===== src/hdl/assert_macros.svh =====
// ----------------------------------------------------------------------------
// assert_macros.svh
// Assertion macros shared by the allocator RTL. They compile to nothing
// when SYNTH is defined.
// ----------------------------------------------------------------------------
`ifndef ASSERT_MACROS_SVH
`define ASSERT_MACROS_SVH

`ifndef SYNTH
// Property checked at every clock edge outside reset.
`define FPBA_ASSERT(lbl, clk, rst, prop) \
  lbl: assert property (@(posedge clk) disable iff (rst) (prop)) \
    else $error("fpba assertion failed");
// Trigger in one cycle, consequence in the next.
`define FPBA_ASSERT_NEXT(lbl, clk, rst, trig, cons) \
  lbl: assert property (@(posedge clk) disable iff (rst) (trig) |=> (cons)) \
    else $error("fpba assertion failed");
`else
`define FPBA_ASSERT(lbl, clk, rst, prop)
`define FPBA_ASSERT_NEXT(lbl, clk, rst, trig, cons)
`endif

`endif


===== src/hdl/fpba_pkg.sv =====
// ----------------------------------------------------------------------------
// fpba_pkg
// Types, constants and codes of the fit-policy block allocator.
// ----------------------------------------------------------------------------
`default_nettype none

package fpba_pkg;

  // Table geometry
  localparam int NUM_BLOCKS = 16;
  localparam int SIZE_WIDTH = 16;
  localparam int IDX_W      = (NUM_BLOCKS > 1) ? $clog2(NUM_BLOCKS) : 1;
  localparam int CNT_W      = $clog2(NUM_BLOCKS + 1);

  // Fixed field widths on the channels
  localparam int BLOCK_INDEX_W = 4;
  localparam int SIZE_FIELD_W  = 16;
  localparam int POLICY_W      = 2;
  localparam int BLOCKS_CFG_W  = 5;

  // Configuration port
  localparam int ADDR_W = 3;
  localparam int DATA_W = 32;

  typedef enum logic {
    REG_FIT_POLICY    = 1'b0,
    REG_BLOCKS_IN_USE = 1'b1
  } reg_idx_t;

  typedef enum logic [POLICY_W-1:0] {
    FIT_FIRST = 2'd0,
    FIT_BEST  = 2'd1,
    FIT_WORST = 2'd2
  } fit_policy_t;

  typedef enum logic {
    REQ_LOAD  = 1'b0,
    REQ_ALLOC = 1'b1
  } req_type_t;

  typedef enum logic [1:0] {
    ST_IDLE,
    ST_SCAN,
    ST_UPDATE
  } state_t;

  typedef struct packed {
    logic [POLICY_W-1:0]     fit_policy;
    logic [BLOCKS_CFG_W-1:0] blocks_in_use;
  } cfg_t;

  typedef struct packed {
    logic                  filled;
    logic [SIZE_WIDTH-1:0] size;
  } entry_t;

  typedef struct packed {
    logic                  en;
    logic [IDX_W-1:0]      addr;
    entry_t                data;
  } tbl_wr_t;

  typedef struct packed {
    logic [POLICY_W-1:0]   policy;
    logic [SIZE_WIDTH-1:0] req_size;
    entry_t                cand;
    logic                  found;
    logic [SIZE_WIDTH-1:0] best_size;
  } fit_req_t;

  typedef struct packed {
    logic                  take;
    logic [SIZE_WIDTH-1:0] left_over;
  } fit_rsp_t;

endpackage

`default_nettype wire


===== src/hdl/fpba_in_if.sv =====
// ----------------------------------------------------------------------------
// fpba_in_if
// Request channel: load or allocate words with valid/ready.
// ----------------------------------------------------------------------------
`default_nettype none

interface fpba_in_if;
  logic                                   valid;
  logic                                   ready;
  logic                                   req_type;
  logic [fpba_pkg::BLOCK_INDEX_W-1:0]     block_index;
  logic [fpba_pkg::SIZE_FIELD_W-1:0]      block_size;
  logic                                   initially_filled;
  logic [fpba_pkg::SIZE_FIELD_W-1:0]      request_size;

  modport source (
    output valid, req_type, block_index, block_size, initially_filled, request_size,
    input  ready
  );
  modport sink (
    input  valid, req_type, block_index, block_size, initially_filled, request_size,
    output ready
  );
endinterface

`default_nettype wire


===== src/hdl/fpba_out_if.sv =====
// ----------------------------------------------------------------------------
// fpba_out_if
// Result channel: one word per allocate, with valid/ready.
// ----------------------------------------------------------------------------
`default_nettype none

interface fpba_out_if;
  logic                                valid;
  logic                                ready;
  logic                                granted;
  logic [fpba_pkg::BLOCK_INDEX_W-1:0]  chosen_block;
  logic [fpba_pkg::SIZE_FIELD_W-1:0]   left_over;

  modport source (
    output valid, granted, chosen_block, left_over,
    input  ready
  );
  modport sink (
    input  valid, granted, chosen_block, left_over,
    output ready
  );
endinterface

`default_nettype wire


===== src/hdl/fpba_cfg_regs.sv =====
// ----------------------------------------------------------------------------
// fpba_cfg_regs
// APB register file: fit policy and number of blocks in use.
// ----------------------------------------------------------------------------
`default_nettype none

module fpba_cfg_regs (
  input  logic                          clk,
  input  logic                          rst,
  input  logic                          psel,
  input  logic                          penable,
  input  logic                          pwrite,
  input  logic [fpba_pkg::ADDR_W-1:0]   paddr,
  input  logic [fpba_pkg::DATA_W-1:0]   pwdata,
  output logic [fpba_pkg::DATA_W-1:0]   prdata,
  output logic                          pready,
  output fpba_pkg::cfg_t                cfg
);

  fpba_pkg::reg_idx_t reg_idx;
  logic               wr_en;

  // Address decode, one register per word
  assign reg_idx = fpba_pkg::reg_idx_t'(paddr[fpba_pkg::ADDR_W-1:2]);
  assign pready  = 1'b1;
  assign wr_en   = psel && penable && pwrite && pready;

  // Register writes
  always_ff @(posedge clk) begin
    if (rst) begin
      cfg <= '0;
    end else if (wr_en) begin
      case (reg_idx)
        fpba_pkg::REG_FIT_POLICY:    cfg.fit_policy    <= pwdata[fpba_pkg::POLICY_W-1:0];
        fpba_pkg::REG_BLOCKS_IN_USE: cfg.blocks_in_use <= pwdata[fpba_pkg::BLOCKS_CFG_W-1:0];
        default: ;
      endcase
    end
  end

  // Read mux
  always_comb begin
    case (reg_idx)
      fpba_pkg::REG_FIT_POLICY:    prdata = fpba_pkg::DATA_W'(cfg.fit_policy);
      fpba_pkg::REG_BLOCKS_IN_USE: prdata = fpba_pkg::DATA_W'(cfg.blocks_in_use);
      default:                     prdata = '0;
    endcase
  end

endmodule

`default_nettype wire


===== src/hdl/fpba_table.sv =====
// ----------------------------------------------------------------------------
// fpba_table
// Block table memory: one write port, one registered read port.
// ----------------------------------------------------------------------------
`default_nettype none

module fpba_table (
  input  logic                        clk,
  input  fpba_pkg::tbl_wr_t           wr,
  input  logic [fpba_pkg::IDX_W-1:0]  rd_addr,
  output fpba_pkg::entry_t            rd_data
);

  fpba_pkg::entry_t mem [fpba_pkg::NUM_BLOCKS];

  // Write port
  always_ff @(posedge clk) begin
    if (wr.en) begin
      mem[wr.addr] <= wr.data;
    end
  end

  // Registered read port
  always_ff @(posedge clk) begin
    rd_data <= mem[rd_addr];
  end

endmodule

`default_nettype wire


===== src/hdl/fpba_fit_unit.sv =====
// ----------------------------------------------------------------------------
// fpba_fit_unit
// Shared compare unit: decides whether the current entry replaces the best
// candidate, and forms the leftover size of the best candidate.
// ----------------------------------------------------------------------------
`default_nettype none

module fpba_fit_unit (
  input  fpba_pkg::fit_req_t  fit_req,
  output fpba_pkg::fit_rsp_t  fit_rsp
);

  logic fits;
  logic better;

  // Free and large enough
  assign fits = !fit_req.cand.filled && (fit_req.cand.size >= fit_req.req_size);

  // Policy compare; ties keep the lower index
  always_comb begin
    case (fit_req.policy)
      fpba_pkg::FIT_BEST:  better = fit_req.cand.size < fit_req.best_size;
      fpba_pkg::FIT_WORST: better = fit_req.cand.size > fit_req.best_size;
      default:             better = 1'b0;
    endcase
  end

  assign fit_rsp.take      = fits && (!fit_req.found || better);
  assign fit_rsp.left_over = fit_req.best_size - fit_req.req_size;

endmodule

`default_nettype wire


===== src/hdl/fpba_ctrl.sv =====
// ----------------------------------------------------------------------------
// fpba_ctrl
// Sequencer: takes request words, writes loads, scans the table one entry
// per cycle through the fit unit, updates the chosen entry and holds the
// result word in the output register.
// ----------------------------------------------------------------------------
`default_nettype none
`include "assert_macros.svh"

module fpba_ctrl (
  input  logic                        clk,
  input  logic                        rst,
  input  fpba_pkg::cfg_t              cfg,
  fpba_in_if.sink                     req,
  fpba_out_if.source                  rsp,
  output fpba_pkg::tbl_wr_t           tbl_wr,
  output logic [fpba_pkg::IDX_W-1:0]  rd_addr,
  input  fpba_pkg::entry_t            rd_data,
  output fpba_pkg::fit_req_t          fit_req,
  input  fpba_pkg::fit_rsp_t          fit_rsp
);

  fpba_pkg::state_t                   state;
  fpba_pkg::state_t                   state_next;
  logic [fpba_pkg::SIZE_WIDTH-1:0]    req_size;
  logic [fpba_pkg::CNT_W-1:0]         cnt;
  logic [fpba_pkg::CNT_W-1:0]         cnt_cfg;
  logic [fpba_pkg::CNT_W-1:0]         issue_idx;
  logic                               pend_valid;
  logic [fpba_pkg::IDX_W-1:0]         pend_idx;
  logic                               found;
  logic [fpba_pkg::IDX_W-1:0]         best_idx;
  logic [fpba_pkg::SIZE_WIDTH-1:0]    best_size;
  logic                               out_valid;
  logic                               out_granted;
  logic [fpba_pkg::BLOCK_INDEX_W-1:0] out_block;
  logic [fpba_pkg::SIZE_FIELD_W-1:0]  out_left;

  logic accept;
  logic is_alloc;
  logic load_ok;
  logic issue_more;
  logic scan_end;
  logic out_free;

  // Handshake and scan status
  assign accept     = req.valid && req.ready;
  assign is_alloc   = req.req_type == fpba_pkg::REQ_ALLOC;
  assign load_ok    = 32'(req.block_index) < fpba_pkg::NUM_BLOCKS;
  assign cnt_cfg    = (32'(cfg.blocks_in_use) > fpba_pkg::NUM_BLOCKS) ?
                      fpba_pkg::CNT_W'(fpba_pkg::NUM_BLOCKS) :
                      fpba_pkg::CNT_W'(cfg.blocks_in_use);
  assign issue_more = issue_idx < cnt;
  assign scan_end   = !issue_more && !pend_valid;
  assign out_free   = !out_valid || rsp.ready;

  // Next state
  always_comb begin
    state_next = state;
    case (state)
      fpba_pkg::ST_IDLE: begin
        if (accept && is_alloc) state_next = fpba_pkg::ST_SCAN;
      end
      fpba_pkg::ST_SCAN: begin
        if (scan_end) state_next = fpba_pkg::ST_UPDATE;
      end
      fpba_pkg::ST_UPDATE: begin
        if (out_free) state_next = fpba_pkg::ST_IDLE;
      end
      default: state_next = fpba_pkg::ST_IDLE;
    endcase
  end

  // Outputs: request ready, table write, read address, fit unit operands
  always_comb begin
    req.ready = 1'b0;
    tbl_wr    = '0;
    case (state)
      fpba_pkg::ST_IDLE: begin
        req.ready = 1'b1;
        if (accept && !is_alloc && load_ok) begin
          tbl_wr.en          = 1'b1;
          tbl_wr.addr        = fpba_pkg::IDX_W'(req.block_index);
          tbl_wr.data.size   = fpba_pkg::SIZE_WIDTH'(req.block_size);
          tbl_wr.data.filled = req.initially_filled;
        end
      end
      fpba_pkg::ST_UPDATE: begin
        if (out_free && found) begin
          tbl_wr.en          = 1'b1;
          tbl_wr.addr        = best_idx;
          tbl_wr.data.size   = fit_rsp.left_over;
          tbl_wr.data.filled = 1'b1;
        end
      end
      default: ;
    endcase
  end

  assign rd_addr           = issue_idx[fpba_pkg::IDX_W-1:0];
  assign fit_req.policy    = cfg.fit_policy;
  assign fit_req.req_size  = req_size;
  assign fit_req.cand      = rd_data;
  assign fit_req.found     = found;
  assign fit_req.best_size = best_size;

  // Sequencer registers
  always_ff @(posedge clk) begin
    if (rst) begin
      state      <= fpba_pkg::ST_IDLE;
      issue_idx  <= '0;
      pend_valid <= 1'b0;
      found      <= 1'b0;
      out_valid  <= 1'b0;
    end else begin
      state <= state_next;

      // Start of an allocate
      if (state == fpba_pkg::ST_IDLE && accept && is_alloc) begin
        req_size   <= fpba_pkg::SIZE_WIDTH'(req.request_size);
        cnt        <= cnt_cfg;
        issue_idx  <= '0;
        pend_valid <= 1'b0;
        found      <= 1'b0;
      end

      // Scan: issue one read, judge the entry read last cycle
      if (state == fpba_pkg::ST_SCAN) begin
        pend_valid <= issue_more;
        pend_idx   <= issue_idx[fpba_pkg::IDX_W-1:0];
        if (issue_more) issue_idx <= issue_idx + 1'b1;
        if (pend_valid && fit_rsp.take) begin
          found     <= 1'b1;
          best_idx  <= pend_idx;
          best_size <= rd_data.size;
        end
      end

      // Result word into the output register
      if (state == fpba_pkg::ST_UPDATE && out_free) begin
        out_valid   <= 1'b1;
        out_granted <= found;
        out_block   <= found ? fpba_pkg::BLOCK_INDEX_W'(best_idx) : '0;
        out_left    <= found ? fpba_pkg::SIZE_FIELD_W'(fit_rsp.left_over) : '0;
      end else if (rsp.ready) begin
        out_valid <= 1'b0;
      end
    end
  end

  assign rsp.valid        = out_valid;
  assign rsp.granted      = out_granted;
  assign rsp.chosen_block = out_block;
  assign rsp.left_over    = out_left;

  // Checks
  `FPBA_ASSERT(a_best_in_range, clk, rst, found |-> (32'(best_idx) < 32'(cnt)))
  `FPBA_ASSERT(a_pend_in_range, clk, rst, pend_valid |-> (32'(pend_idx) < 32'(cnt)))
  `FPBA_ASSERT_NEXT(a_alloc_busy, clk, rst, accept && is_alloc, state == fpba_pkg::ST_SCAN)
  `FPBA_ASSERT(a_wr_window, clk, rst, tbl_wr.en |-> (state == fpba_pkg::ST_IDLE || state == fpba_pkg::ST_UPDATE))

endmodule

`default_nettype wire


===== src/hdl/fit_policy_block_allocator.sv =====
// ----------------------------------------------------------------------------
// fit_policy_block_allocator
// Block allocator with first, best and worst fit over a 16-entry table.
//
// Channels: req carries load and allocate words, rsp returns one result word
// per allocate, both valid/ready. The APB port sets fit_policy (0x0) and
// blocks_in_use (0x4); write them only while the block is idle.
// A load word is written to the table as it is accepted and yields no result; the next word can
// follow in the next cycle.
// An allocate scans the first blocks_in_use entries (at most 16), one entry
// per cycle through a single compare unit and a registered table read port.
// Its result passes through the SCAN and UPDATE states into the output
// register, and req is not ready while the allocate is in those states.
// The result sits in an output register: while rsp is stalled, loads are
// still taken, and a following allocate waits after its scan until the
// register is free.
// Reset clears the configuration registers and control state; table entries are
// undefined until loaded, so load each entry before any allocate scans it.
// ----------------------------------------------------------------------------
`default_nettype none

module fit_policy_block_allocator (
  input  logic                         clk,
  input  logic                         rst,
  fpba_in_if.sink                      req,
  fpba_out_if.source                   rsp,
  input  logic                         psel,
  input  logic                         penable,
  input  logic                         pwrite,
  input  logic [fpba_pkg::ADDR_W-1:0]  paddr,
  input  logic [fpba_pkg::DATA_W-1:0]  pwdata,
  output logic [fpba_pkg::DATA_W-1:0]  prdata,
  output logic                         pready
);

  fpba_pkg::cfg_t               cfg;
  fpba_pkg::tbl_wr_t            tbl_wr;
  logic [fpba_pkg::IDX_W-1:0]   rd_addr;
  fpba_pkg::entry_t             rd_data;
  fpba_pkg::fit_req_t           fit_req;
  fpba_pkg::fit_rsp_t           fit_rsp;

  // Configuration registers
  fpba_cfg_regs u_cfg (
    .clk     (clk),
    .rst     (rst),
    .psel    (psel),
    .penable (penable),
    .pwrite  (pwrite),
    .paddr   (paddr),
    .pwdata  (pwdata),
    .prdata  (prdata),
    .pready  (pready),
    .cfg     (cfg)
  );

  // Block table
  fpba_table u_table (
    .clk     (clk),
    .wr      (tbl_wr),
    .rd_addr (rd_addr),
    .rd_data (rd_data)
  );

  // Shared compare unit
  fpba_fit_unit u_fit (
    .fit_req (fit_req),
    .fit_rsp (fit_rsp)
  );

  // Sequencer and output register
  fpba_ctrl u_ctrl (
    .clk     (clk),
    .rst     (rst),
    .cfg     (cfg),
    .req     (req),
    .rsp     (rsp),
    .tbl_wr  (tbl_wr),
    .rd_addr (rd_addr),
    .rd_data (rd_data),
    .fit_req (fit_req),
    .fit_rsp (fit_rsp)
  );

endmodule

`default_nettype wire


===== src/flat_wrapper.sv =====
// flat-port wrapper written by rule: the top's interface ports become plain ports
module fit_policy_block_allocator_flat 
  (clk, rst, psel, penable, pwrite, paddr, pwdata, prdata, pready, req_valid, req_req_type, req_block_index, req_block_size, req_initially_filled, req_request_size, req_ready, rsp_valid, rsp_granted, rsp_chosen_block, rsp_left_over, rsp_ready);
  fpba_in_if req_i ();
  fpba_out_if rsp_i ();
  input  logic clk;
  input  logic rst;
  input  logic psel;
  input  logic penable;
  input  logic pwrite;
  input  logic [fpba_pkg::ADDR_W-1:0] paddr;
  input  logic [fpba_pkg::DATA_W-1:0] pwdata;
  output logic [fpba_pkg::DATA_W-1:0] prdata;
  output logic pready;
  input wire logic [$bits(req_i.valid)-1:0] req_valid;
  input wire logic [$bits(req_i.req_type)-1:0] req_req_type;
  input wire logic [$bits(req_i.block_index)-1:0] req_block_index;
  input wire logic [$bits(req_i.block_size)-1:0] req_block_size;
  input wire logic [$bits(req_i.initially_filled)-1:0] req_initially_filled;
  input wire logic [$bits(req_i.request_size)-1:0] req_request_size;
  output wire logic [$bits(req_i.ready)-1:0] req_ready;
  output wire logic [$bits(rsp_i.valid)-1:0] rsp_valid;
  output wire logic [$bits(rsp_i.granted)-1:0] rsp_granted;
  output wire logic [$bits(rsp_i.chosen_block)-1:0] rsp_chosen_block;
  output wire logic [$bits(rsp_i.left_over)-1:0] rsp_left_over;
  input wire logic [$bits(rsp_i.ready)-1:0] rsp_ready;
  assign req_i.valid = req_valid;
  assign req_i.req_type = req_req_type;
  assign req_i.block_index = req_block_index;
  assign req_i.block_size = req_block_size;
  assign req_i.initially_filled = req_initially_filled;
  assign req_i.request_size = req_request_size;
  assign req_ready = req_i.ready;
  assign rsp_valid = rsp_i.valid;
  assign rsp_granted = rsp_i.granted;
  assign rsp_chosen_block = rsp_i.chosen_block;
  assign rsp_left_over = rsp_i.left_over;
  assign rsp_i.ready = rsp_ready;
  fit_policy_block_allocator u_core (.clk(clk), .rst(rst), .req(req_i), .rsp(rsp_i), .psel(psel), .penable(penable), .pwrite(pwrite), .paddr(paddr), .pwdata(pwdata), .prdata(prdata), .pready(pready));
endmodule

===== config.mk =====
export PLATFORM = sky130hd
export DESIGN_NAME = fit_policy_block_allocator_flat
export DESIGN_NICKNAME = d
export VERILOG_FILES = /design/src/hdl/fpba_pkg.sv /design/src/hdl/fpba_in_if.sv /design/src/hdl/fpba_out_if.sv /design/src/hdl/fpba_cfg_regs.sv /design/src/hdl/fpba_table.sv /design/src/hdl/fpba_fit_unit.sv /design/src/hdl/fpba_ctrl.sv /design/src/hdl/fit_policy_block_allocator.sv /design/src/flat_wrapper.sv
export VERILOG_INCLUDE_DIRS = /design/src /design/src/hdl
export SDC_FILE = /design/constraint.sdc
export NUM_CORES = 1
export LEC_CHECK = 0
export ABC_CLOCK_PERIOD_IN_PS = 3800
export BUFFER_PORTS_ARGS = -buffer_cell sky130_fd_sc_hd__buf_2
export CAP_MARGIN = 20
export CORE_ASPECT_RATIO = 0.6
export CORE_UTILIZATION = 54
export CTS_CLUSTER_SIZE = 10
export DETAILED_ROUTE_END_ITERATION = 8
export MAX_ROUTING_LAYER = met4
export PLACE_DENSITY = 0.74
export SLEW_MARGIN = 5
export SYNTH_ARGS = -nofsm -noshare
export SYNTH_HDL_FRONTEND = slang
export SYNTH_SLANG_ARGS = --single-unit

===== constraint.sdc =====
create_clock -name clk -period 3.8 [get_ports clk]
set_clock_uncertainty 0.2 [all_clocks]
set_input_delay 0.38 -clock clk [delete_from_list [all_inputs] [get_ports clk]]
set_output_delay 0.38 -clock clk [all_outputs]
set_load 0.01 [all_outputs]

**Yosys cells after proc, flatten, opt, wreduce, memory -nomap -nowiden**

Memories as Yosys holds them, arrays and structs flattened. A register that Yosys moved wholly into a read port is not among the register bits.
Cells that the tools add are included.

- $add $sub $neg: 2
- $lt $le $gt $ge: 5
- Equality and inequality tests: 7
- Mux-type cells: 22
- Bitwise gates (word level): 2
- Reductions and logical operators: 31

Operators with widths:

| cell | count |
|---|---|
| $pmux 32 s2 | 1 |
| $mux 22 | 2 |
| $pmux 22 s2 | 1 |
| $ge 16x16->1 | 1 |
| $gt 16x16->1 | 1 |
| $lt 16x16->1 | 1 |
| $sub 16x16->16 | 1 |
| $mux 5 | 3 |
| $logic_and 1x1->1 | 13 |
| $mux 1 | 10 |
| $reduce_and 2->1 | 5 |
| $logic_not 1->1 | 6 |
| $mux 2 | 3 |
| $ne 2x2->1 const B | 3 |
| $pmux 2 s3 | 1 |
| $reduce_and 3->1 | 2 |
| $add 5x1->5 const B | 1 |
| $gt 5x5->1 const B | 1 |
| $lt 5x5->1 | 1 |
| $eq 2x1->1 const B | 2 |
| $eq 2x2->1 const B | 2 |
| $reduce_bool 2->1 | 2 |
| $logic_not 2->1 | 1 |
| $logic_or 1x1->1 | 2 |
| 2 further kinds | 3 |

- Register bits after elaboration: 83
- Bits in writable memories: 272
- Bits of input ports: 80
- Output and inout bits: 56
- Logic and storage cells: 85
- Memories kept: 1

Memories:

| memory | words | width | read ports | clocked after memory_dff | write ports | line | source |
|---|---|---|---|---|---|---|---|
| u_core.u_table.mem | 16 | 17 | 1 | 1 | 1 | fpba_table.sv:14 | `fpba_pkg::entry_t mem [fpba_pkg::NUM_BLOCKS];` |

**Longest topological paths before layout**

Gate-level depths: netlist of the first run.

- Depth in word-level cells: 8
- Depth in mapped cells: 10
- Mapped depth without buffers: 10

**Cells and area by module**

Synthesis of the first run repeated with hierarchy kept, for this count alone.

- Cells, all modules: 958
- Area total of the unflattened synthesis: 15891.5 um^2

By module, submodules not included:

| module | times used | cells an instance | area each (um^2) | sequential area each (um^2) |
|---|---|---|---|---|
| fpba_table | 1 | 458 | 10637.7 | 8508.2 |
| fpba_ctrl | 1 | 213 | 3113.0 | 2182.1 |
| fpba_fit_unit | 1 | 222 | 1559.0 | 0.0 |
| fpba_cfg_regs | 1 | 65 | 581.8 | 140.1 |

**Worst setup path after synthesis of the first run**

OpenSTA, ideal clock, no wires.

- Kind: register -> register
- From: register u_core.u_ctrl.best_size[13] (netlist name)
- To: register u_core.u_ctrl.best_idx[0] (netlist name) (enable)
- Library setup time: 435 ps
- Data arrival time: 3294 ps
- Required time: 3165 ps
- Setup slack: -128 ps
- Cell stages (with the launch flop): 9
- Buffers on the path: 0
- Clock period less this slack: 3928 ps
- Cells stage by stage: edfxtp_1 -> inv_1 -> ha_1 -> a21o_1 -> a21oi_1 -> nor2b_1 -> a2111oi_0 -> nand2_1 -> a311oi_1

- Cells in the longest elaborated chain, start to end: 6
- Elaborated cells between the ends (all ways): 7
- Classes of those cells: order compare: 2; mux: 1; reduce/logical: 4

Ends and longest elaborated chain:

| what | line | source |
|---|---|---|
| from (decl) | fpba_ctrl.sv:33 | `logic [fpba_pkg::SIZE_WIDTH-1:0] best_size;` |
| from (signal assigned) | fpba_ctrl.sv:135 | `best_size <= rd_data.size;` |
| $gt 16x16->1 or $lt 16x16->1 (tied branches) | fpba_fit_unit.sv:23, fpba_fit_unit.sv:22 |  |
| $pmux 1 s2 * | fpba_fit_unit.sv:21 | `case (fit_req.policy)` |
| $logic_or 1x1->1 * | fpba_fit_unit.sv:28 | `assign fit_rsp.take = fits && (!fit_req.found \|\| better);` |
| $logic_and 1x1->1 * | fpba_fit_unit.sv:28 |  |
| $logic_and 1x1->1 * | fpba_ctrl.sv:132 | `if (pend_valid && fit_rsp.take) begin` |
| $reduce_and 3->1 (no source line) * | - |  |
| to (signal assigned) | fpba_ctrl.sv:134 | `best_idx <= pend_idx;` |
| to (decl) | fpba_ctrl.sv:32 | `logic [fpba_pkg::IDX_W-1:0] best_idx;` |

Mark *: on every way between the ends. The rest lies on a longest branch, timed or not.
A chain may end at the register's enable or synchronous reset.

==> metrics.md, run 1 <==
| Metric | Value |
|---|---|
| ANT nets after route | 0 |
| Hold Startpoint | penable |
| CP max stage delay | 0.50 ns |
| Seq/Total Area, Yosys | 69.2% |
| Gate power share | 4.6% |
| Post-cts sizing count | 0 |
| Switching part of the total | 20.6% |
| Crit path top cell by count | inv_1 |
| 1st-iter DRT viols | about 950 |
| Syn Inst Count | 892 |
| Utilization after layout | 64.8% |
| Avg Inst Size Synth | 17.5 sq um |
| Post-synth EDFFs | 338 |
| # diodes | 0 |
| WP buf/inv | 2 |
| Final HPWL DP | approximately 23000 um |
| Internal Power | 6840 uW |
| Largest delay share family, worst path | compound AO/OA/AOI/OAI gates |
| Wirelength per Cell | ~25 um |
| Max IR drop VDD | about 370 uV |
| End of the worst register-to-register path | u_core.u_table.mem[8][10] |
| CP max stage cell | a22o_1 |
| Hold-fix buffers, CTS | 22 |
| H-tree depth | 2 |
| Share of layout cells above drive strength 1 | 25.7% |
| Mapped Area | 15600 sq um |
| Vias in the first global route | 8351 |
| Slew @ Worst Pin | between 0.8 and 0.9 ns |
| Drt drc | 0 |
| Area Growth Syn to Fin | 16.0% |
| Achievable Freq | 296 MHz |
| Core area | around 28000 sq um |
| CTS tree | done |
| Rows | 47 |
| Worst path arrival time | 3.44 ns |
| Final hold violations | 0 |
| Clock Tree Root | clkbuf_16 |
| Unrepaired setup endpoints after global routing | false |
| Setup CP Type | flip-flop to flip-flop |
| Final Non-Filler Cells | 1439 |
| Hold Path Sink | u_core.u_cfg.cfg[5] |
| Static Leak | 0.00672 uW |
| CP cell instances | inv_1 -> ha_1 -> inv_1 -> fa_1 -> a211oi_2 -> nor2_1 -> a221o_1 -> a31oi_1 -> xnor2_1 -> a22o_1 |
| DP Cell Count | 1346 |
| Post-CTS Setup Bufs | 0 |
| Setup TNS | 0 ns |
| Distinct cell type count after synthesis | 55 |
| Worst reg-to-reg setup slack | 0.42 ns |
| Clock tree buffer depth | 3 |
| Main synth FF type | edfxtp_1 |
| Psw | 1780 uW |
| Endpoints failing setup | 0 |
| CTS buffer count | 43 |
| Critical Path RT | 3.86 ns |
| Pins Over Slew Limit | 0 |
| Largest net degree at the start of global routing | 63 |
| Initial antenna violation count | 0 |
| Cell taking the most area after synthesis | edfxtp_1 |
| First-pass iteration count of the detailed router | 5 |
| Clock group share of total power | 42.8% |
| First-pass GRT wire length | 52300 um |
| Relative slew slack | 46.3% |
| Nets | 1181 |
| Top cells by area, synth | edfxtp_1, mux4_2, dfxtp_1, ha_1, buf_4 |
| Starting density of the core | 55.9% |
| Ys Warns | 0 |
| Async set or reset register ratio after synthesis | 0% |
| Clk sink count | around 370 |
| Sequential power share | 52.6% |
| Reg2reg start | u_core.u_ctrl.best_size[0] |
| Via Count | 8679 |
| Total GRT Usage | 25.2% |
| GPL Wtd Cong | 0.915 |
| Routed WL | around 36000 um |
| Chip height | approximately 130 um |
| Worst Path Max Fanout | 16 |
| Crit start category | flip-flop |
| Vias per cell | 6.03 |
| Minimum clock period | 3.38 ns |
| PD cells | 475 nW/um^2 |
| MaxCap Viol Count | 0 |
| CP startpoint | u_core.u_ctrl.best_size[0] |
| Width of the die | 222 um |
| Final period util | 88.9% |
| Min Hold Slack | ~0.11 ns |
| Clock latency on the worst-skew pair | 0.53 ns |
| Filler instances | between 1500 and 2000 |
| Full die area | a little under 30000 sq um |
| Status | finished, final reports clean |
| Worst hold path class | primary input to flip-flop |
| Gr ovfl total | 0 |
| I/O Buffers | 78 |
| Area fraction of the dominant cell type after synthesis | between 60% and 70% |
| Seq cells post-synth | 372 |
| IO Pins | between 100 and 150 |
| Hold Path Depth | 4 |
| Worst R2R Path Depth | 10 |
| Clk pin slew, worst setup/hold paths | 0.06 ns |
| Crit. End Element | flip-flop |
## worst max path at each step
stage | to | slack (ns) | depth (start not counted)
2_1_floorplan | u_core.u_ctrl.best_idx[0] | 0.62 | 8
3_3_place_gp | u_core.u_table.mem[9][10] | 0.62 | 10
3_5_place_dp | u_core.u_table.mem[8][10] | 0.54 | 10
4_1_cts | u_core.u_table.mem[12][10] | 0.50 | 10
5_1_grt | u_core.u_table.mem[2][10] | 0.28 | 10
6_report | u_core.u_table.mem[8][10] | 0.42 | 10
## synthesized netlist by cell type, drive strengths merged (4+ instances only)
cell / count
a211oi: 7
a21o: 18
a21oi: 18
a22o: 16
a22oi: 4
and2: 19
and3: 4
buf: 38
clkbuf: 20
dfxtp: 34
edfxtp: 338
ha: 54
inv: 44
mux2i: 10
mux4: 85
nand2: 28
nand2b: 7
nand3: 9
nand4: 6
nor2: 47
nor2b: 11
nor3: 6
o211ai: 4
o21a: 6
o21ai: 15
xnor2: 7
xor2: 4
## power groups by stage
| stage | sequential (uW) | combinational (uW) | clock, uW |
|---|---|---|---|
| final | 4530 | 396 | 3690 |
| after global routing | 4530 | 427 | 3900 |
| after CTS | 4530 | 392 | 3760 |
| after detailed placement | 4620 | 371 | 0 |
| after global placement | 4610 | 361 | 0 |
| after floorplan | 4600 | 263 | 0 |
## tightest hold or removal path, stage by stage
cell	delay [ns]
buf_2	0.10
nand4b_1	0.15
mux2i_1	0.09
nor2_1	0.08
## cells in the final DEF (no fill, tap or decap), types with 2 or more instances in the layout
| master | count |
|---|---|
| clkbuf_16 | 45 |
| nand2_1 | 28 |
| nor3_1 | 6 |
| nand3_1 | 9 |
| buf_2 | 78 |
| clkbuf_1 | 25 |
| o21ai_0 | 13 |
| dfxtp_1 | 32 |
| conb_1 | 28 |
| nor2_2 | 18 |
| a2111oi_0 | 2 |
| inv_1 | 44 |
| and2_1 | 19 |
| nor2_1 | 29 |
| a31oi_1 | 2 |
| edfxtp_1 | 338 |
| a22o_1 | 16 |
| xor2_1 | 4 |
| nand3b_1 | 3 |
| o31ai_1 | 3 |
| a21o_1 | 18 |
| a22oi_1 | 4 |
| xnor2_1 | 7 |
| mux4_2 | 85 |
| nand4_1 | 6 |
| o21ai_1 | 2 |
| or3_1 | 2 |
| o211ai_1 | 4 |
| o21a_1 | 6 |
| nand2b_1 | 7 |
| buf_4 | 35 |
| and3_1 | 4 |
| or2_2 | 2 |
| a211oi_1 | 6 |
| buf_12 | 6 |
| a21oi_1 | 18 |
| ha_1 | 54 |
| nor2b_1 | 10 |
| mux2i_1 | 10 |
| dlygate4sd3_1 | 22 |
## routing by layer
layer  vias up  part of all wire, %  GRT usage, %
li1       3768                    -             -
met1      4391                   43          38.0
met2       468                   44          35.2
met3        52                   11          6.11
met4         0                  1.6          5.21
met5         -                    0             -
## cell families after synthesis
group	after synthesis	share of synthesized area, %
DFF	372	69.2
other	2	0.0480
AOI/OAI and AO/OA	105	4.78
buffers and inverters	102	3.22
muxes	96	12.9
and+or+nand+nor	149	4.70
adders and majority gates	55	4.45
xor gates and xnor gates	11	0.616
## final cells by class
cell class	count	area [sq um]	share of cell area [%]
Clock buffer	70	1220	6.72
Multi-Input combinational cell	444	4470	24.6
Tap cell	367	459	2.53
Timing Repair Buffer	141	993	5.47
Inverter	44	165	0.910
Sequential cell	372	10800	59.7
Clock inverter	1	8.76	0.0482
## stage by stage
step                power [uW]  area [sq um]  setup WS (ns)
CTS                       8680         18200          0.500
floorplan                 4860         15700          0.621
finish                    8620         18200          0.423
global route              8870         18200          0.277
detailed placement        4990         16700          0.540
global placement          4980         16700          0.616
## sequential cells by signal, summed over array words and instances, names as in the netlist
signal / flops
u_core.u_ctrl.found: 1
u_core.u_ctrl.pend_idx: 4
u_core.u_ctrl.rsp.left_over: 16
u_core.u_ctrl.rsp.granted: 1
u_core.u_ctrl.rsp.valid: 1
u_core.u_ctrl.state: 2
u_core.u_table.rd_data: 17
u_core.u_ctrl.best_size: 16
u_core.u_table.mem: 272
u_core.u_ctrl.rsp.chosen_block: 4
u_core.u_ctrl.req_size: 16
u_core.u_ctrl.cnt: 5
u_core.u_ctrl.pend_valid: 1
u_core.u_ctrl.issue_idx: 5
u_core.u_cfg.cfg: 7
u_core.u_ctrl.best_idx: 4
No activity file was read; power rests on OpenSTA's default activity.
==> run 2, diff against run 1 <==
--- a/config.mk
+++ b/config.mk
@@ -6,15 +6,15 @@
 export SDC_FILE = /design/constraint.sdc
 export NUM_CORES = 1
 export LEC_CHECK = 0
-export ABC_CLOCK_PERIOD_IN_PS = 3800
+export ABC_CLOCK_PERIOD_IN_PS = 4250
 export BUFFER_PORTS_ARGS = -buffer_cell sky130_fd_sc_hd__buf_2
 export CAP_MARGIN = 20
 export CORE_ASPECT_RATIO = 0.6
-export CORE_UTILIZATION = 54
+export CORE_UTILIZATION = 40
 export CTS_CLUSTER_SIZE = 10
 export DETAILED_ROUTE_END_ITERATION = 8
 export MAX_ROUTING_LAYER = met4
-export PLACE_DENSITY = 0.74
+export PLACE_DENSITY = 0.55
 export SLEW_MARGIN = 5
 export SYNTH_ARGS = -nofsm -noshare
 export SYNTH_HDL_FRONTEND = slang
==> constraint.sdc (replaced) <==
create_clock -name clk -period 4.25 [get_ports clk]
set_clock_uncertainty 0.2 [all_clocks]
set_input_delay 0.425 -clock clk [delete_from_list [all_inputs] [get_ports clk]]
set_output_delay 0.425 -clock clk [all_outputs]
set_load 0.01 [all_outputs]
==> run 2 against run 1 <==
  * Die area increased by 35%
  * Critical endpoint is now u_core.u_table.mem[2][14]
  * Core utilization shrank 17 points
  * Sequential power shrank 10%
  * Global-route usage down 6.0 points
  * First-iteration DRC count down 19%
  * Clock-buffer cell count increased by 6
  * Critical path type unchanged
  * Non-clock buffer count decreased by 10
  * Sequential share of layout area shrank 0.22 points
  * Register-to-register slack improved by 0.24 ns
==> metrics.md, run 2 (synthesis results as in run 1) <==
| Metric | Value |
|---|---|
| # diodes | 0 (unchanged) |
| Internal Power | 6110 uW (-11%) |
| CTS buffer count | 43 (unchanged) |
| Largest register FFs | 272 (unchanged) |
| IO Pins | 136 (unchanged) |
| Final HPWL DP | 23600 um (+3.0%) |
| Rows | 55 (+17%) |
| I/O Buffers | 78 (unchanged) |
| Status | finished, final reports clean |
| Post-cts sizing count | 0 (unchanged) |
| Worst Path Max Fanout | 16 (unchanged) |
| PD cells | 426 nW/um^2 (-10%) |
| Clock group share of total power | 43.3% (+0.5 points) |
| Slew @ Worst Pin | 0.891 ns (+0.0863 ns) |
| End of the worst register-to-register path | u_core.u_table.mem[2][14] |
| Psw | 1640 uW (-7.7%) |
| Setup CP Type | flip-flop to flip-flop |
| Commonest non-fill, non-tap cell in the layout | edfxtp_1 |
| Clock latency on the worst-skew pair | 0.54 ns (about the same) |
| Worst hold path class | primary input to flip-flop |
| Clk pin slew, worst setup/hold paths | 0.06 ns (about the same) |
| Crit. End Element | flip-flop |
| Achievable Freq | 279 MHz (-5.8%) |
| Via Count | 8293 (-4.4%) |
| Starting density of the core | 41.0% (-15 points) |
| Static Leak | 0.00666 uW (-0.85%) |
| Chip height | 155 um (+16%) |
| Reg with most FFs | u_core.u_table.mem |
| Core area | 38100 sq um (+36%) |
| Crit start category | flip-flop |
| GPL Wtd Cong | 0.839 (-8.4%) |
| Hold Path Sink | u_core.u_ctrl.rsp.valid |
| Routed WL | 36800 um (+3.3%) |
| Share of layout cells above drive strength 1 | 25.1% (-0.61 points) |
| Hold Startpoint | rsp_ready |
| First-pass iteration count of the detailed router | 7 (+2) |
| Minimum clock period | 3.59 ns (+0.208 ns) |
| MaxCap Viol Count | 0 (unchanged) |
| Worst path arrival time | 3.65 ns (+0.21 ns) |
| Largest net degree at the start of global routing | 51 (-19%) |
| Endpoints failing setup | 0 (unchanged) |
| Setup TNS | 0 ns (unchanged) |
| Max IR drop VDD | 283 uV (-23%) |
| Placed cell area | 16800 sq um (+0.34%) |
| Most frequent cells in the layout | edfxtp_1, mux4_2, buf_2 |
| Nets | 1171 (-0.85%) |
| ANT nets after route | 0 (unchanged) |
| CTS tree | done |
| Final period util | 84.4% (-4.5 points) |
| Width of the die | 257 um (+16%) |
| Full die area | 39900 sq um (+35%) |
| Vias in the first global route | 8370 (+0.23%) |
| Unrepaired setup endpoints after global routing | false |
| Total GRT Usage | 19.3% (-6.0 points) |
| Drt drc | 0 (unchanged) |
| Top flop regs | u_core.u_table.mem (272), u_core.u_table.rd_data (17) |
| Clk sink count | 372 (unchanged) |
| Switching part of the total | 21.2% (+0.55 points) |
| H-tree depth | 2 (unchanged) |
| Utilization after layout | 47.8% (-17 points) |
| Worst R2R Path Depth | 10 (unchanged) |
| Gate power share | 4.4% (-0.2 points) |
| Critical Path RT | 4.32 ns (+0.46 ns) |
| Setup slack after layout | 0.665 ns (+0.242 ns) |
| Gr ovfl total | 0 (unchanged) |
| Vias per cell | 5.24 (-13%) |
| Sequential power share | 52.3% (-0.3 points) |
| Worst reg-to-reg setup slack | 0.66 ns (+0.24 ns) |
| Initial antenna violation count | 0 (unchanged) |
| Pins Over Slew Limit | 0 (unchanged) |
| Area Growth Syn to Fin | 16.5% |
| Clock tree buffer depth | 3 (unchanged) |
| Setup WS pre-CTS | 0.752 ns (+0.212 ns) |
| 1st-iter DRT viols | 774 (-19%) |
| Relative slew slack | 40.6% (-5.7 points) |
| Post-CTS Setup Bufs | 0 (unchanged) |
| Cell area after layout | 18200 sq um (+0.40%) |
| Hold Path Depth | 3 (-1) |
| First-pass GRT wire length | 54300 um (+3.8%) |
| Wirelength per Cell | 23.3 um (-6.1%) |
| Clock Tree Root | clkbuf_16 |
| Reg2reg start | u_core.u_ctrl.best_size[0] |
| Final hold violations | 0 (unchanged) |
-- run 2: cell count changes in the layout (fill, tap and decap cells not counted), sizes merged --
cell / delta
clkinv: +1
buf: -9
clkbuf: +6
dlygate4sd3: -1
inv: +1
-- run 2: final cells by class --
cell class | instances | area (sq um)
fill | 3256 | 19900
sequential | 372 | 10800
multi-input combinational | 444 | 4470
clock buffer | 76 | 1220
timing repair buffer | 131 | 853
tap | 513 | 642
inverter | 44 | 165
clock inverter | 3 | 33.8
-- run 2: power by group through the flow --
stage	registers, uW	logic (uW)	clock network, uW
after floorplan	4110	235	0
after global placement	4130	326	0
after detailed placement	4130	329	0
after CTS	4060	345	3440
after global routing	4060	376	3580
final	4060	343	3360
-- run 2: repair_timing --
action / 4_1_cts / 5_1_grt
hold buffers: 21 / 0
endpoints found under the setup margin: 0 / 0
hold endpoints to repair: 23 / 0
-- run 2: through the flow --
stage	hold slack, ns	cells	total power [uW]
floorplan	0.200	918	4350
global placement	0.203	1483	4460
detailed placement	0.205	1483	4460
CTS	0.0197	1583	7840
global route	0.0310	1583	8010
finish	0.0341	1583	7760
-- run 2: metal layers --
metal / GRT usage, % / up-vias / wire length [um] / share of wire [%]
met2: 26.3 / 246 / 15400 / 42
met3: 4.48 / 52 / 2550 / 6.9
met4: 4.23 / 0 / 656 / 1.8
met5: - / - / 0 / 0
met1: 29.1 / 4238 / 18200 / 49
li1: - / 3757 / - / -
-- run 2: how the worst max path moves through the flow --
stage / startpoint / endpoint / slack, ns / depth (start not counted)
CTS: u_core.u_ctrl.best_size[0] / u_core.u_table.mem[2][12] / 0.70 / 10
finish: u_core.u_ctrl.best_size[0] / u_core.u_table.mem[2][14] / 0.66 / 10
detailed placement: u_core.u_ctrl.best_size[0] / u_core.u_table.mem[2][12] / 0.75 / 10
global placement: u_core.u_ctrl.best_size[0] / u_core.u_table.mem[1][14] / 0.81 / 10
global route: u_core.u_ctrl.best_size[0] / u_core.u_table.mem[2][12] / 0.58 / 10
floorplan: u_core.u_ctrl.best_size[13] / u_core.u_ctrl.best_idx[0] / 0.32 / 8
-- run 2: critical path: stages, from the launching register on --
cell      delay [ns]
edfxtp_1        0.39
inv_1           0.08
ha_1            0.16
inv_1           0.06
fa_1            0.46
a211oi_2        0.25
nor2_1          0.13
a221o_1         0.50
a21boi_1        0.28
xnor2_1         0.26
a22o_1          0.53
==> run 3, diff against run 2 <==
--- a/config.mk
+++ b/config.mk
@@ -6,7 +6,7 @@
 export SDC_FILE = /design/constraint.sdc
 export NUM_CORES = 1
 export LEC_CHECK = 0
-export ABC_CLOCK_PERIOD_IN_PS = 4250
+export ABC_CLOCK_PERIOD_IN_PS = 3000
 export BUFFER_PORTS_ARGS = -buffer_cell sky130_fd_sc_hd__buf_2
 export CAP_MARGIN = 20
 export CORE_ASPECT_RATIO = 0.6
@@ -14,7 +14,7 @@
 export CTS_CLUSTER_SIZE = 10
 export DETAILED_ROUTE_END_ITERATION = 8
 export MAX_ROUTING_LAYER = met4
-export PLACE_DENSITY = 0.55
+export PLACE_DENSITY = 0.57
 export SLEW_MARGIN = 5
 export SYNTH_ARGS = -nofsm -noshare
 export SYNTH_HDL_FRONTEND = slang
==> constraint.sdc (replaced) <==
create_clock -name clk -period 3 [get_ports clk]
set_clock_uncertainty 0.2 [all_clocks]
set_input_delay 0.3 -clock clk [delete_from_list [all_inputs] [get_ports clk]]
set_output_delay 0.3 -clock clk [all_outputs]
set_load 0.01 [all_outputs]
==> run 3 against run 2 <==
  * Core utilization up 1.3 points
  * Non-clock buffer count rose by 24
  * Fmax rose by 21%
  * Cell count rose by 1.3%
  * Largest cell class unchanged
==> metrics.md, run 3 (synthesis results as in run 1) <==
| Metric | Value |
|---|---|
| I/O Buffers | 78 (unchanged) |
| Area Growth Syn to Fin | 19.7% |
| Clock Tree Root | clkbuf_16 |
| Relative slew slack | 57.8% (+17 points) |
| First-pass GRT wire length | 55800 um (+2.8%) |
| Vias in the first global route | 8259 (-1.3%) |
| WP buf/inv | 2 (unchanged) |
| Rows | 55 (unchanged) |
| Clk pin slew, worst setup/hold paths | 0.06 ns (about the same) |
| Minimum clock period | 2.97 ns (-0.615 ns) |
| Most frequent cells in the layout | edfxtp_1, mux4_2, buf_2 |
| Pins Over Slew Limit | 0 (unchanged) |
| Via Count | 8711 (+5.0%) |
| Drt drc | 0 (unchanged) |
| Top flop regs | u_core.u_table.mem (272), u_core.u_table.rd_data (17) |
| Filler instances | 3188 (-2.1%) |
| Crit. End Element | flip-flop |
| Starting density of the core | 41.0% (unchanged) |
| CP max stage cell | a221o_2 |
| Core area | 38100 sq um (unchanged) |
| Setup WS pre-CTS | -0.259 ns (-1.01 ns) |
| ANT nets after route | 0 (unchanged) |
| Setup CP Type | flip-flop to flip-flop |
| Clock latency on the worst-skew pair | 0.57 ns (+0.03 ns) |
| MaxCap Viol Count | 0 (unchanged) |
| GPL Wtd Cong | 0.872 (+3.9%) |
| Worst Path Max Fanout | 8 (-8) |
| Multi-input logic area | 4610 sq um (+3.2%) |
| CP max stage delay | 0.46 ns (-0.07 ns) |
| CTS tree | done |
| Largest delay share family, worst path | compound AO/OA/AOI/OAI gates |
| Storage element area | 10800 sq um (unchanged) |
| Commonest non-fill, non-tap cell in the layout | edfxtp_1 |
| Critical Path RT | 3.08 ns (-1.24 ns) |
| Hold Path Depth | 2 (-1) |
| Status | finished, final reports clean |
| CTS buffer count | 43 (unchanged) |
| First-pass iteration count of the detailed router | 5 (-2) |
| Worst R2R Path Depth | 10 (unchanged) |
| Crit start category | flip-flop |
| Unrepaired setup endpoints after global routing | true |
| Worst hold path class | primary input to flip-flop |
| Share of layout cells above drive strength 1 | 28.2% (+3.0 points) |
| Total GRT Usage | 20.0% (+0.69 points) |
| Largest net degree at the start of global routing | 32 (-37%) |
| Final hold violations | 0 (unchanged) |
| Width of the die | 257 um (unchanged) |
| Slew @ Worst Pin | 0.633 ns (-0.258 ns) |
| Full die area | 39900 sq um (unchanged) |
| Setup slack after layout | 0.0293 ns (-0.635 ns) |
| Routed WL | 38600 um (+5.0%) |
| CP cell instances | inv_1 -> ha_2 -> inv_2 -> fa_2 -> a211oi_2 -> nor2_2 -> a221o_2 -> a21boi_4 -> xnor2_4 -> a22o_4 |
| Wirelength per Cell | 24.1 um (+3.6%) |
| IO Pins | 136 (unchanged) |
| Worst path arrival time | 3.05 ns (-0.60 ns) |
| Chip height | 155 um (unchanged) |
| H-tree depth | 2 (unchanged) |
| PD cells | 588 nW/um^2 (+38%) |
| Gr ovfl total | 0 (unchanged) |
| WP depth | 10 (unchanged) |
| Endpoints failing setup | 0 (unchanged) |
| Setup TNS | 0 ns (unchanged) |
| Reg with most FFs | u_core.u_table.mem |
| Clk sink count | 372 (unchanged) |
| Final period util | 99.0% (+15 points) |
| Achievable Freq | 337 MHz (+21%) |
| Clock tree buffer depth | 3 (unchanged) |
| 1st-iter DRT viols | 1000 (+29%) |
| Final HPWL DP | 24600 um (+3.9%) |
| Vias per cell | 5.43 (+3.7%) |
| Largest register FFs | 272 (unchanged) |
| Initial antenna violation count | 2 (+2) |
| Static Leak | 0.00687 uW (+3.1%) |
| Nets | 1197 (+2.2%) |
| Max IR drop VDD | 392 uV (+39%) |
## run 3: changes by cell type in the layout (fill, tap and decap cells not counted), sizes merged
| cell | change |
|---|---|
| clkbuf | -7 |
| buf | +18 |
| a22o | +2 |
| dlygate4sd3 | +6 |
| diode | +1 |
| clkinv | +1 |
## run 3: what timing repair did
action	4_1_cts	5_1_grt
hold buffers	26	1
cloned	0	2
pin swaps	0	10
hold endpoints to repair	56	8
gates resized for setup	12	17
buffers inserted	0	4
setup endpoints to repair	84	116
## run 3: area by class of cell
cell class                      count  area share [%]
Inverter                           44           0.882
Tap cell                          513            3.43
Clock inverter                      4           0.327
Clock buffer                       69            6.27
Timing Repair Buffer              155            6.60
Antenna cell                        1          0.0134
Sequential cell                   372            57.9
Multi-Input combinational cell    446            24.6
## run 3: per-layer routing
metal	GRT usage (%)	up-vias	part of all wire [%]
met3	4.11	51	8.0
met2	26.2	326	41
met4	3.83	0	1.3
li1	-	3819	-
met5	-	-	0
met1	31.6	4515	49
## run 3: worst paths after layout
check	start	to	slack [ns]
hold / removal	req_block_size[14]	u_core.u_table.mem[8][14]	0.01
setup / recovery	u_core.u_ctrl.best_size[0]	u_core.u_table.mem[13][14]	0.03
hold reg to reg	u_core.u_ctrl.pend_idx[1]	u_core.u_ctrl.best_idx[1]	0.22
setup reg to reg	u_core.u_ctrl.best_size[0]	u_core.u_table.mem[13][14]	0.03
## run 3: power breakdown
part           total [uW]  internal (uW)  switching, uW
clock network        4730           2690           2040
registers            5730           5700           34.0
logic                 548            241            308
## run 3: through the flow
step	hold WS, ns	util [%]	instances	area [sq um]	total power (uW)
2_1_floorplan	0.199	-	918	15800	6160
3_3_place_gp	0.203	44.7	1497	17100	6340
3_5_place_dp	0.205	44.7	1497	17100	6340
4_1_cts	0.0113	48.8	1596	18600	11100
5_1_grt	0.0150	49.1	1604	18700	11300
6_report	0.0129	49.1	1604	18700	11000
